$ cat src/hw/rtl/multichannel_peak_level_meter_macros.svh
// ----------------------------------------------------------------------------
// multichannel peak level meter assertion macros
// shared property forms for the concurrent checks of the meter
// ----------------------------------------------------------------------------
`ifndef MULTICHANNEL_PEAK_LEVEL_METER_MACROS_SVH
`define MULTICHANNEL_PEAK_LEVEL_METER_MACROS_SVH

// same-cycle implication, checked outside reset
`define MPLM_ASSERT_IMPLY(label, clk, rst_n, ante, cons, msg) \
	label: assert property (@(posedge clk) disable iff (!rst_n) (ante) |-> (cons)) \
		else $error(msg);

// next-cycle implication, checked outside reset
`define MPLM_ASSERT_NEXT(label, clk, rst_n, ante, cons, msg) \
	label: assert property (@(posedge clk) disable iff (!rst_n) (ante) |=> (cons)) \
		else $error(msg);

`endif

$ cat src/hw/rtl/mplm_pkg.sv
`timescale 1ns / 1ps
// ----------------------------------------------------------------------------
// mplm_pkg
// types and constants shared by the peak level meter modules
// ----------------------------------------------------------------------------
package mplm_pkg;

	// configuration register indexes
	localparam logic [2:0] CFG_CHANNEL_COUNT   = 3'd0;
	localparam logic [2:0] CFG_SAMPLE_BITS     = 3'd1;
	localparam logic [2:0] CFG_IS_SIGNED       = 3'd2;
	localparam logic [2:0] CFG_NUM_BLOCKS      = 3'd3;
	localparam logic [2:0] CFG_BLOCKS_PER_LOG2 = 3'd4;

	localparam int CFG_DATA_W = 24;

	// reset values of the configuration registers
	localparam logic [3:0]  RST_CHANNEL_COUNT   = 4'd2;
	localparam logic [5:0]  RST_SAMPLE_BITS     = 6'd16;
	localparam logic        RST_IS_SIGNED       = 1'b1;
	localparam logic [7:0]  RST_NUM_BLOCKS      = 8'd20;
	localparam logic [23:0] RST_BLOCKS_PER_LOG2 = 24'd87381;

	// legal raw sample widths
	localparam logic [5:0] MIN_SAMPLE_BITS = 6'd8;
	localparam logic [5:0] MAX_SAMPLE_BITS = 6'd32;

	// zone codes and their thresholds in percent of the bar
	localparam logic [1:0] ZONE_NORMAL = 2'd0;
	localparam logic [1:0] ZONE_YELLOW = 2'd1;
	localparam logic [1:0] ZONE_ORANGE = 2'd2;
	localparam logic [1:0] ZONE_RED    = 2'd3;
	localparam logic [6:0] PCT_YELLOW  = 7'd75;
	localparam logic [6:0] PCT_ORANGE  = 7'd83;
	localparam logic [6:0] PCT_RED     = 7'd91;
	localparam logic [6:0] PCT_FULL    = 7'd100;

	// report queue between front and back
	localparam int QUEUE_DEPTH = 4;
	localparam int QUEUE_PW    = $clog2(QUEUE_DEPTH);

	typedef struct packed {
		logic [3:0]  channel_count;
		logic [5:0]  sample_bits;
		logic        is_signed;
		logic [7:0]  num_blocks;
		logic [23:0] blocks_per_log2;
	} cfg_t;

	// one pending channel report
	typedef struct packed {
		logic [2:0]  channel;
		logic [31:0] peak;
		logic        last;
	} entry_t;

	typedef enum logic {
		FS_RUN,
		FS_DRAIN
	} front_state_t;

endpackage

$ cat src/hw/rtl/mplm_sample_if.sv
`timescale 1ns / 1ps
// ----------------------------------------------------------------------------
// mplm_sample_if
// sample channel: one raw audio sample and its end of buffer mark
// ----------------------------------------------------------------------------
interface mplm_sample_if;
	logic        valid;
	logic        ready;
	logic [31:0] sample;
	logic        end_of_buffer;

	modport source (output valid, output sample, output end_of_buffer, input ready);
	modport sink (input valid, input sample, input end_of_buffer, output ready);
endinterface

$ cat src/hw/rtl/mplm_report_if.sv
`timescale 1ns / 1ps
// ----------------------------------------------------------------------------
// mplm_report_if
// report channel: one per-channel level report
// ----------------------------------------------------------------------------
interface mplm_report_if;
	logic        valid;
	logic        ready;
	logic [2:0]  channel;
	logic [31:0] peak;
	logic [7:0]  lit_blocks;
	logic [1:0]  zone;
	logic        last;

	modport source (output valid, output channel, output peak, output lit_blocks,
		output zone, output last, input ready);
	modport sink (input valid, input channel, input peak, input lit_blocks,
		input zone, input last, output ready);
endinterface

$ cat src/hw/rtl/mplm_queue.sv
`timescale 1ns / 1ps
// ----------------------------------------------------------------------------
// mplm_queue
// short fifo of pending channel reports between front and back
// ----------------------------------------------------------------------------
module mplm_queue (
	input  logic                 clk,
	input  logic                 arst_n,
	input  logic                 push,
	input  mplm_pkg::entry_t     push_data,
	input  logic                 pop,
	output mplm_pkg::entry_t     head,
	output logic                 full,
	output logic                 empty
);

	mplm_pkg::entry_t mem_q [mplm_pkg::QUEUE_DEPTH];
	logic [mplm_pkg::QUEUE_PW-1:0] wr_ptr_q;
	logic [mplm_pkg::QUEUE_PW-1:0] rd_ptr_q;
	logic [mplm_pkg::QUEUE_PW:0]   count_q;
	logic                          do_push;
	logic                          do_pop;

	assign full    = (count_q == (mplm_pkg::QUEUE_PW+1)'(mplm_pkg::QUEUE_DEPTH));
	assign empty   = (count_q == '0);
	assign do_push = push && !full;
	assign do_pop  = pop && !empty;
	assign head    = mem_q[rd_ptr_q];

	always_ff @(posedge clk) begin
		if (do_push) begin
			mem_q[wr_ptr_q] <= push_data;
		end
	end

	always_ff @(posedge clk or negedge arst_n) begin
		if (!arst_n) begin
			wr_ptr_q <= '0;
			rd_ptr_q <= '0;
			count_q  <= '0;
		end else begin
			if (do_push) begin
				wr_ptr_q <= wr_ptr_q + 1'b1;
			end
			if (do_pop) begin
				rd_ptr_q <= rd_ptr_q + 1'b1;
			end
			if (do_push && !do_pop) begin
				count_q <= count_q + 1'b1;
			end else if (do_pop && !do_push) begin
				count_q <= count_q - 1'b1;
			end
		end
	end

endmodule

$ cat src/hw/rtl/mplm_front.sv
`timescale 1ns / 1ps
// ----------------------------------------------------------------------------
// mplm_front
// takes samples, tracks per-channel peaks, drains them into the report queue
// ----------------------------------------------------------------------------
module mplm_front #(
	parameter int MAX_CHANNELS = 8
) (
	input  logic             clk,
	input  logic             arst_n,
	mplm_sample_if.sink      samples,
	input  mplm_pkg::cfg_t   cfg,
	input  logic             clear_peaks,
	input  logic             q_full,
	output logic             q_push,
	output mplm_pkg::entry_t q_data
);

	localparam int CW = (MAX_CHANNELS > 1) ? $clog2(MAX_CHANNELS) : 1;

	mplm_pkg::front_state_t state_q, state_d;

	logic [CW-1:0] idx_q;
	logic [CW-1:0] k_q;
	logic [31:0]   peak_q [MAX_CHANNELS];

	logic [31:0]   mag_s1;
	logic [CW-1:0] chan_s1;
	logic          eob_s1;
	logic          valid_s1;

	logic [CW:0]   n_used;
	logic [CW-1:0] c_cur;
	logic [CW:0]   c_inc;
	logic [CW-1:0] c_next;
	logic          k_last;
	logic          accept;
	logic          in_ready;

	logic [5:0]    bits_used;
	logic [32:0]   full_scale;
	logic [32:0]   half_scale;
	logic [32:0]   raw;
	logic [32:0]   mag;

	// channel count in use
	always_comb begin
		if (cfg.channel_count == '0) begin
			n_used = (CW+1)'(1);
		end else if (32'(cfg.channel_count) > 32'(MAX_CHANNELS)) begin
			n_used = (CW+1)'(MAX_CHANNELS);
		end else begin
			n_used = (CW+1)'(cfg.channel_count);
		end
	end

	assign c_cur  = ({1'b0, idx_q} >= n_used) ? '0 : idx_q;
	assign c_inc  = {1'b0, c_cur} + 1'b1;
	assign c_next = (c_inc >= n_used) ? '0 : c_inc[CW-1:0];
	assign k_last = ({1'b0, k_q} == n_used - 1'b1);

	// sample magnitude
	always_comb begin
		if (cfg.sample_bits < mplm_pkg::MIN_SAMPLE_BITS) begin
			bits_used = mplm_pkg::MIN_SAMPLE_BITS;
		end else if (cfg.sample_bits > mplm_pkg::MAX_SAMPLE_BITS) begin
			bits_used = mplm_pkg::MAX_SAMPLE_BITS;
		end else begin
			bits_used = cfg.sample_bits;
		end
		full_scale = 33'd1 << bits_used;
		half_scale = full_scale >> 1;
		raw        = {1'b0, samples.sample} & (full_scale - 33'd1);
		if (cfg.is_signed) begin
			mag = ((raw & half_scale) != '0) ? (full_scale - raw) : raw;
		end else begin
			mag = (raw >= half_scale) ? (raw - half_scale) : (half_scale - raw);
		end
	end

	// next state
	always_comb begin
		state_d = state_q;
		case (state_q)
			mplm_pkg::FS_RUN: begin
				if (valid_s1 && eob_s1) begin
					state_d = mplm_pkg::FS_DRAIN;
				end
			end
			mplm_pkg::FS_DRAIN: begin
				if (!q_full && k_last) begin
					state_d = mplm_pkg::FS_RUN;
				end
			end
			default: state_d = mplm_pkg::FS_RUN;
		endcase
	end

	// outputs
	always_comb begin
		in_ready = 1'b0;
		q_push   = 1'b0;
		case (state_q)
			mplm_pkg::FS_RUN:   in_ready = !(valid_s1 && eob_s1);
			mplm_pkg::FS_DRAIN: q_push = !q_full;
			default: begin
				in_ready = 1'b0;
				q_push   = 1'b0;
			end
		endcase
	end

	assign samples.ready  = in_ready;
	assign accept         = samples.valid && in_ready;
	assign q_data.channel = 3'(k_q);
	assign q_data.peak    = peak_q[k_q];
	assign q_data.last    = k_last;

	always_ff @(posedge clk) begin
		if (accept) begin
			mag_s1  <= mag[31:0];
			chan_s1 <= c_cur;
			eob_s1  <= samples.end_of_buffer;
		end
	end

	always_ff @(posedge clk or negedge arst_n) begin
		if (!arst_n) begin
			state_q  <= mplm_pkg::FS_RUN;
			valid_s1 <= 1'b0;
			idx_q    <= '0;
			k_q      <= '0;
			for (int i = 0; i < MAX_CHANNELS; i++) begin
				peak_q[i] <= '0;
			end
		end else begin
			state_q  <= state_d;
			valid_s1 <= accept;
			if (clear_peaks) begin
				idx_q <= '0;
			end else if (accept) begin
				idx_q <= samples.end_of_buffer ? '0 : c_next;
			end
			if (q_push) begin
				k_q <= k_last ? '0 : k_q + 1'b1;
			end
			for (int i = 0; i < MAX_CHANNELS; i++) begin
				if (clear_peaks) begin
					peak_q[i] <= '0;
				end else if (q_push && k_q == CW'(i)) begin
					peak_q[i] <= '0;
				end else if (valid_s1 && chan_s1 == CW'(i) && mag_s1 > peak_q[i]) begin
					peak_q[i] <= mag_s1;
				end
			end
		end
	end

endmodule

$ cat src/hw/rtl/mplm_back.sv
`timescale 1ns / 1ps
// ----------------------------------------------------------------------------
// mplm_back
// turns queued peaks into bar graph reports: log2, scale, saturate, zone
// ----------------------------------------------------------------------------
module mplm_back (
	input  logic             clk,
	input  logic             arst_n,
	input  mplm_pkg::cfg_t   cfg,
	input  logic             q_empty,
	input  mplm_pkg::entry_t q_data,
	output logic             q_pop,
	mplm_report_if.source    reports
);

	logic             en;
	logic [4:0]       lead;
	logic [31:0]      norm;
	logic [12:0]      log_d;
	logic [36:0]      mult;
	logic [37:0]      rounded;
	logic [14:0]      b_pct;
	logic [14:0]      n_yellow;
	logic [14:0]      n_orange;
	logic [14:0]      n_red;
	logic [1:0]       zone_d;

	logic             valid_s1, valid_s2, valid_s3;
	mplm_pkg::entry_t ent_s1, ent_s2, ent_s3;
	logic [12:0]      log_s1;
	logic [13:0]      prod_s2;
	logic [7:0]       lit_s3;

	logic             out_valid_q;
	mplm_pkg::entry_t out_ent_q;
	logic [7:0]       out_lit_q;
	logic [1:0]       out_zone_q;

	assign en    = !out_valid_q || reports.ready;
	assign q_pop = en && !q_empty;

	// q8 log2: leading one position and the eight bits below it
	always_comb begin
		lead = '0;
		for (int i = 0; i < 32; i++) begin
			if (q_data.peak[i]) begin
				lead = 5'(i);
			end
		end
		norm  = q_data.peak << (5'd31 - lead);
		log_d = {lead, norm[30:23]};
	end

	assign mult    = log_s1 * cfg.blocks_per_log2;
	assign rounded = {1'b0, mult} + 38'(24'h80_0000);

	// zone of the top lit block
	always_comb begin
		b_pct    = 15'(lit_s3 - 8'd1) * 15'(mplm_pkg::PCT_FULL);
		n_yellow = 15'(cfg.num_blocks) * 15'(mplm_pkg::PCT_YELLOW);
		n_orange = 15'(cfg.num_blocks) * 15'(mplm_pkg::PCT_ORANGE);
		n_red    = 15'(cfg.num_blocks) * 15'(mplm_pkg::PCT_RED);
		if (lit_s3 == '0) begin
			zone_d = mplm_pkg::ZONE_NORMAL;
		end else if (b_pct < n_yellow) begin
			zone_d = mplm_pkg::ZONE_NORMAL;
		end else if (b_pct < n_orange) begin
			zone_d = mplm_pkg::ZONE_YELLOW;
		end else if (b_pct < n_red) begin
			zone_d = mplm_pkg::ZONE_ORANGE;
		end else begin
			zone_d = mplm_pkg::ZONE_RED;
		end
	end

	always_ff @(posedge clk) begin
		if (en) begin
			ent_s1     <= q_data;
			log_s1     <= log_d;
			ent_s2     <= ent_s1;
			prod_s2    <= rounded[37:24];
			ent_s3     <= ent_s2;
			lit_s3     <= (prod_s2 > 14'(cfg.num_blocks)) ? cfg.num_blocks : prod_s2[7:0];
			out_ent_q  <= ent_s3;
			out_lit_q  <= lit_s3;
			out_zone_q <= zone_d;
		end
	end

	always_ff @(posedge clk or negedge arst_n) begin
		if (!arst_n) begin
			valid_s1    <= 1'b0;
			valid_s2    <= 1'b0;
			valid_s3    <= 1'b0;
			out_valid_q <= 1'b0;
		end else if (en) begin
			valid_s1    <= !q_empty;
			valid_s2    <= valid_s1;
			valid_s3    <= valid_s2;
			out_valid_q <= valid_s3;
		end
	end

	assign reports.valid      = out_valid_q;
	assign reports.channel    = out_ent_q.channel;
	assign reports.peak       = out_ent_q.peak;
	assign reports.lit_blocks = out_lit_q;
	assign reports.zone       = out_zone_q;
	assign reports.last       = out_ent_q.last;

endmodule

$ cat src/hw/rtl/multichannel_peak_level_meter.sv
`timescale 1ns / 1ps
// flow: an accepted sample's magnitude is registered in mag_s1 before it updates its peak;
// an end of buffer sample drains the peaks as reports, one per cycle while ready is high
// throughput: one sample per cycle, except that an end of buffer sample holds input off
// while the peak registers drain, and longer if the report queue fills
// reset: arst_n clears all peaks, the channel index, the queue and the report pipeline
// and loads the register reset values (2 channels, 16 bit signed, 20 blocks)
// ----------------------------------------------------------------------------
// multichannel_peak_level_meter
// per-channel peak meter with a logarithmic bar graph report per buffer
// ----------------------------------------------------------------------------
`include "multichannel_peak_level_meter_macros.svh"

module multichannel_peak_level_meter #(
	parameter int MAX_CHANNELS = 8
) (
	input  logic                            clk,
	input  logic                            arst_n,
	mplm_sample_if.sink                     samples,
	mplm_report_if.source                   reports,
	input  logic                            cfg_we,
	input  logic [2:0]                      cfg_index,
	input  logic [mplm_pkg::CFG_DATA_W-1:0] cfg_wdata
);

	// configuration registers, to be written by the user only while the meter is idle; the block does not enforce it
	mplm_pkg::cfg_t   cfg_q;
	logic             clear_peaks;

	// front to back report queue
	logic             q_push;
	logic             q_pop;
	logic             q_full;
	logic             q_empty;
	mplm_pkg::entry_t q_push_data;
	mplm_pkg::entry_t q_head;

	// rewriting the channel count restarts all peaks and the channel rotation
	assign clear_peaks = cfg_we && (cfg_index == mplm_pkg::CFG_CHANNEL_COUNT);

	always_ff @(posedge clk or negedge arst_n) begin
		if (!arst_n) begin
			cfg_q.channel_count   <= mplm_pkg::RST_CHANNEL_COUNT;
			cfg_q.sample_bits     <= mplm_pkg::RST_SAMPLE_BITS;
			cfg_q.is_signed       <= mplm_pkg::RST_IS_SIGNED;
			cfg_q.num_blocks      <= mplm_pkg::RST_NUM_BLOCKS;
			cfg_q.blocks_per_log2 <= mplm_pkg::RST_BLOCKS_PER_LOG2;
		end else if (cfg_we) begin
			// indexes past the register list fall through and are ignored
			case (cfg_index)
				mplm_pkg::CFG_CHANNEL_COUNT:   cfg_q.channel_count   <= cfg_wdata[3:0];
				mplm_pkg::CFG_SAMPLE_BITS:     cfg_q.sample_bits     <= cfg_wdata[5:0];
				mplm_pkg::CFG_IS_SIGNED:       cfg_q.is_signed       <= cfg_wdata[0];
				mplm_pkg::CFG_NUM_BLOCKS:      cfg_q.num_blocks      <= cfg_wdata[7:0];
				mplm_pkg::CFG_BLOCKS_PER_LOG2: cfg_q.blocks_per_log2 <= cfg_wdata[23:0];
				default: ;
			endcase
		end
	end

	// front: sample magnitude, per-channel peak tracking, drain on end of buffer
	mplm_front #(
		.MAX_CHANNELS(MAX_CHANNELS)
	) u_front (
		.clk         (clk),
		.arst_n      (arst_n),
		.samples     (samples),
		.cfg         (cfg_q),
		.clear_peaks (clear_peaks),
		.q_full      (q_full),
		.q_push      (q_push),
		.q_data      (q_push_data)
	);

	// queue lets the drain run ahead while reports are stalled downstream
	mplm_queue u_queue (
		.clk       (clk),
		.arst_n    (arst_n),
		.push      (q_push),
		.push_data (q_push_data),
		.pop       (q_pop),
		.head      (q_head),
		.full      (q_full),
		.empty     (q_empty)
	);

	// back: log2, scaling multiply, saturation and zone, output register
	mplm_back u_back (
		.clk     (clk),
		.arst_n  (arst_n),
		.cfg     (cfg_q),
		.q_empty (q_empty),
		.q_data  (q_head),
		.q_pop   (q_pop),
		.reports (reports)
	);

	// a colored zone needs at least one lit block
	`MPLM_ASSERT_IMPLY(a_zone_needs_lit, clk, arst_n, reports.valid && reports.zone != mplm_pkg::ZONE_NORMAL, reports.lit_blocks != 8'd0, "zone set with no lit block")
	// the bar never exceeds its configured length
	`MPLM_ASSERT_IMPLY(a_lit_saturated, clk, arst_n, reports.valid, reports.lit_blocks <= cfg_q.num_blocks, "lit block count above bar length")
	// the drain only pushes into a queue with room
	`MPLM_ASSERT_IMPLY(a_no_push_when_full, clk, arst_n, q_push, !q_full, "report pushed into full queue")
	// after an end of buffer transaction the front stops taking samples
	`MPLM_ASSERT_NEXT(a_eob_stalls_input, clk, arst_n, samples.valid && samples.ready && samples.end_of_buffer, !samples.ready, "sample taken right after end of buffer")

endmodule
$ cat src/flat_wrapper.sv
// flat-port wrapper written by rule: the top's interface ports become plain ports
module multichannel_peak_level_meter_flat 
#(
	parameter int MAX_CHANNELS = 8
)
  (clk, arst_n, cfg_we, cfg_index, cfg_wdata, samples_valid, samples_sample, samples_end_of_buffer, samples_ready, reports_valid, reports_channel, reports_peak, reports_lit_blocks, reports_zone, reports_last, reports_ready);
  mplm_sample_if samples_i ();
  mplm_report_if reports_i ();
  input  logic clk;
  input  logic arst_n;
  input  logic cfg_we;
  input  logic [2:0] cfg_index;
  input  logic [mplm_pkg::CFG_DATA_W-1:0] cfg_wdata;
  input wire logic [$bits(samples_i.valid)-1:0] samples_valid;
  input wire logic [$bits(samples_i.sample)-1:0] samples_sample;
  input wire logic [$bits(samples_i.end_of_buffer)-1:0] samples_end_of_buffer;
  output wire logic [$bits(samples_i.ready)-1:0] samples_ready;
  output wire logic [$bits(reports_i.valid)-1:0] reports_valid;
  output wire logic [$bits(reports_i.channel)-1:0] reports_channel;
  output wire logic [$bits(reports_i.peak)-1:0] reports_peak;
  output wire logic [$bits(reports_i.lit_blocks)-1:0] reports_lit_blocks;
  output wire logic [$bits(reports_i.zone)-1:0] reports_zone;
  output wire logic [$bits(reports_i.last)-1:0] reports_last;
  input wire logic [$bits(reports_i.ready)-1:0] reports_ready;
  assign samples_i.valid = samples_valid;
  assign samples_i.sample = samples_sample;
  assign samples_i.end_of_buffer = samples_end_of_buffer;
  assign samples_ready = samples_i.ready;
  assign reports_valid = reports_i.valid;
  assign reports_channel = reports_i.channel;
  assign reports_peak = reports_i.peak;
  assign reports_lit_blocks = reports_i.lit_blocks;
  assign reports_zone = reports_i.zone;
  assign reports_last = reports_i.last;
  assign reports_i.ready = reports_ready;
  multichannel_peak_level_meter #(.MAX_CHANNELS(MAX_CHANNELS)) u_core (.clk(clk), .arst_n(arst_n), .samples(samples_i), .reports(reports_i), .cfg_we(cfg_we), .cfg_index(cfg_index), .cfg_wdata(cfg_wdata));
endmodule
$ cat config.mk
export PLATFORM = sky130hd
export DESIGN_NAME = multichannel_peak_level_meter_flat
export DESIGN_NICKNAME = d
export VERILOG_FILES = /design/src/hw/rtl/mplm_pkg.sv /design/src/hw/rtl/mplm_sample_if.sv /design/src/hw/rtl/mplm_report_if.sv /design/src/hw/rtl/mplm_queue.sv /design/src/hw/rtl/mplm_front.sv /design/src/hw/rtl/mplm_back.sv /design/src/hw/rtl/multichannel_peak_level_meter.sv /design/src/flat_wrapper.sv
export VERILOG_INCLUDE_DIRS = /design/src /design/src/hw/rtl
export SDC_FILE = /design/constraint.sdc
export NUM_CORES = 2
export LEC_CHECK = 0
export CAP_MARGIN = 20
export CORE_AREA = 2 2 311 313
export CTS_CLUSTER_DIAMETER = 200
export DETAILED_ROUTE_END_ITERATION = 7
export DIE_AREA = 0 0 313 315
export DONT_BUFFER_PORTS = 1
export PLACE_DENSITY = 0.78
export SLEW_MARGIN = 25
export SYNTH_ARGS = -nofsm -noshare
export SYNTH_HDL_FRONTEND = slang
export SYNTH_SLANG_ARGS = --single-unit
$ cat constraint.sdc
create_clock -name clk -period 6.3 [get_ports clk]
set_input_delay 1.575 -clock clk [delete_from_list [all_inputs] [get_ports clk]]
set_output_delay 1.575 -clock clk [all_outputs]
set_load 0.02 [all_outputs]
==> flow_summary.json <==
{
  "yosys-top-cells-area": "edfxtp_1 (20%), ha_1 (14%), dfrtp_1 (13%), fa_1 (9.8%), inv_1 (4.6%)",
  "cts-htree-levels": 3,
  "ys_seq_area_frac": 0.337,
  "rr_startpoint": "u_core.cfg_q[4]",
  "numClockSinks": 687,
  "core_mm2": 0.0957,
  "clockBufferDepth": 3,
  "setup_violations": 0,
  "fp.dieH_um": 315,
  "use_met1": 0.429,
  "start_kind": "register",
  "grtUsageMet3": 0.0489,
  "r2r-end": "u_core.u_back.prod_s2[11]",
  "ant_nets": 0,
  "slew_headroom": 0.165,
  "dieWidth_um": 313,
  "critical_path_class": "reg -> reg",
  "finalClockSkew_ps": 57.8,
  "use_met2": 0.532,
  "post-place-ws_ps": -175,
  "cap_violations": 0,
  "fmax_mhz": 159,
  "syn_avg_cell_area_um2": 9.91,
  "port_buffers": 0,
  "min_period_ps": 6290,
  "synth_seq_cells": 687,
  "crit_required_ps": 6690,
  "syn_area_mm2": 0.0566,
  "path_clk_slew_ps": 70,
  "gr-max-usage-layer": "met2",
  "nFillCells": 7377,
  "tightest_slew_ps": 1250,
  "clk_latency_ps": 670,
  "synthCells": 5712,
  "drt_pre_antenna_iters": 5,
  "grt_use_total": 0.328,
  "initial_utilization": 0.591,
  "cts_buffers": 75,
  "r2r_slack_ps": 10,
  "ys_async_sr_fraction": 0.463,
  "avgRoutedWirePerCell_um": 23.5,
  "wirelength_mm": 166,
  "hold_buffers": 0,
  "synth_edf_count": 369,
  "grt_pass1_vias": 44829,
  "hold_viol": 0,
  "outcome": "finished, final reports clean",
  "antenna_found_initial": 5,
  "drtIter0Drc": 4857,
  "grt.overflow.total": 0,
  "layout-drive-gt1-share": 0.110,
  "yosys_warnings": 0,
  "hp-start": "u_core.u_back.ent_s1[5]",
  "synth_top_cell_area_share": 0.196,
  "ios": 113,
  "row_count": 114,
  "synthFlopType": "edfxtp_1",
  "fin_util": 0.650,
  "design.die.area_mm2": 0.0986,
  "crit_start": "u_core.cfg_q[4]",
  "min_path_type": "reg -> reg",
  "synth.distinct_cells": 98,
  "fin_ws_ps": 14.6,
  "grt_max_degree": 319,
  "cts_root_buffer": "clkbuf_16",
  "min_to": "u_core.u_back.ent_s2[5]",
  "area_delta_synth_final_pct": 9.97,
  "grt_pass1_wl_mm": 253,
  "vias": 44890,
  "vias_per_cell": 6.37,
  "whs_path_depth": 0,
  "cp_max_fo": 4,
  "yosysTopAreaCell": "edfxtp_1",
  "gp_congestion": 0.992,
  "finalNetCount": 6695,
  "worstSetupEndpointType": "register",
  "period_share": 0.998,
  "dp_hpwl_mm": 118,
  "cts_tree": "done",
  "slew_violations": 0,
  "setup_tns_ps": 0,
  "drc_errors": 0,
  "r2r_cells": 21,
  "arrival_ps": 6680
}
[cell usage in the layout, fill, tap and decap left out, types with 125 or more instances in the layout]
cell and count:
inv_1 684, ha_1 628, nand2_1 487, o21ai_0 397, edfxtp_1 369, a21oi_1 368, dfrtp_1 295, fa_1 266
nand3_1 241, nor2_1 184, buf_4 157, mux2i_1 135, a21o_1 131, and2_1 125
[sequential cells by signal (all words and copies together), names as in the netlist, 2 cells and up]
signal and count:
u_core.u_front.mag_s1 32, u_core.u_front.idx_q 3, u_core.u_back.ent_s3 36, u_core.u_back.reports.channel 3, u_core.u_back.lit_s3 8, u_core.u_back.ent_s2 36
u_core.u_back.reports.zone 2, u_core.u_queue.count_q 3, u_core.u_queue.wr_ptr_q 2, u_core.u_back.reports.lit_blocks 8, u_core.u_back.ent_s1 36, u_core.u_front.k_q 3
u_core.u_back.prod_s2 14, u_core.cfg_q 43, u_core.u_back.log_s1 13, u_core.u_queue.rd_ptr_q 2, u_core.u_queue.mem_q 144, u_core.u_front.chan_s1 3
u_core.u_front.peak_q 256, u_core.u_back.reports.peak 32
[cell families after synthesis]
group                    after synthesis  share of synthesized area
AO/OA/AOI/OAI                       1269                      0.137
XOR/XNOR                             112                     0.0173
adder cells (fa/ha/maj)              926                      0.242
buffers and inverters               1005                     0.0685
flip-flops                           687                      0.337
multiplexers                         299                     0.0764
other                                  2                   0.000133
AND/OR/NAND/NOR                     1412                      0.122
[worst max path at each step]
stage / endpoint / cells after the start
floorplan: u_core.u_back.prod_s2[13] / 19
global placement: u_core.u_back.prod_s2[11] / 23
detailed placement: u_core.u_back.prod_s2[13] / 18
CTS: u_core.u_back.prod_s2[11] / 23
global route: u_core.u_back.prod_s2[11] / 23
finish: u_core.u_back.prod_s2[11] / 21
[cells in the mapped netlist (11+ instances only)]
| master | n |
|---|---|
| mux4_2 | 100 |
| o22ai_1 | 14 |
| dfrtp_1 | 304 |
| o2111ai_1 | 13 |
| o21bai_1 | 25 |
| nand2b_1 | 48 |
| xor2_1 | 40 |
| nand3_1 | 242 |
| xnor2_1 | 72 |
| and3_1 | 28 |
| fa_1 | 278 |
| o21ai_0 | 398 |
| o21a_1 | 61 |
| edfxtp_1 | 369 |
| nand2_1 | 496 |
| a21oi_1 | 371 |
| clkbuf_1 | 251 |
| and2_1 | 126 |
| a211oi_1 | 25 |
| o211ai_1 | 22 |
| or4_1 | 11 |
| buf_1 | 27 |
| a21boi_0 | 40 |
| nor4_1 | 25 |
| ha_1 | 648 |
| o31ai_1 | 17 |
| or3_1 | 12 |
| nor2_1 | 186 |
| a31oi_1 | 25 |
| buf_2 | 21 |
| nor3_1 | 52 |
| dfstp_2 | 14 |
| nor2b_1 | 53 |
| or2_2 | 14 |
| a21o_1 | 133 |
| nand4_1 | 77 |
| mux2_2 | 64 |
| inv_1 | 695 |
| mux2i_1 | 135 |
[layout make-up]
| type | count | area (um2) | share of cell area |
|---|---|---|---|
| multi-input combinational | 4043 | 34400 | 0.553 |
| sequential | 687 | 19100 | 0.307 |
| inverter | 698 | 2630 | 0.0423 |
| clock buffer | 109 | 2210 | 0.0355 |
| timing repair buffer | 199 | 2000 | 0.0322 |
| tap | 1276 | 1600 | 0.0257 |
| clock inverter | 28 | 313 | 0.00503 |
| antenna | 5 | 12.5 | 0.000201 |
[worst max-delay path, stage by stage (launching register included)]
cell and delay [ps]:
dfstp_2 560, buf_4 140, buf_4 120, nand2_1 70, fa_1 510, inv_1 60, fa_1 570, fa_1 450
fa_1 500, fa_1 600, ha_4 220, ha_4 260, nand2_1 60, nor2_2 140, o2111ai_2 140, or4_4 550
a21oi_4 260, o31ai_4 90, a21o_4 240, a211oi_4 260, nor2_1 90, xnor2_1 150
[routing by layer]
layer	routed length [um]	part of all wire	up-vias
met3	14400	0.087	575
met5	0	0	-
li1	-	-	19977
met4	10000	0.060	0
met1	64300	0.39	21898
met2	77000	0.46	2440
[what timing repair did]
item	CTS	global route
pin swaps	0	109
setup endpoints to repair	6	9
gates cloned	0	5
buffers inserted	3	32
gates resized for setup	4	88
[through the flow]
step,instance area (um2),hold slack (ps),std cells
floorplan,56700,400,5735
global placement,58600,401,6859
detailed placement,58700,405,6860
CTS,61200,405,7000
global route,62200,408,7040
finish,62200,408,7045
Power is not shown: default switching activity piles up to over one toggle a cycle in this logic, so the estimate is an artifact.
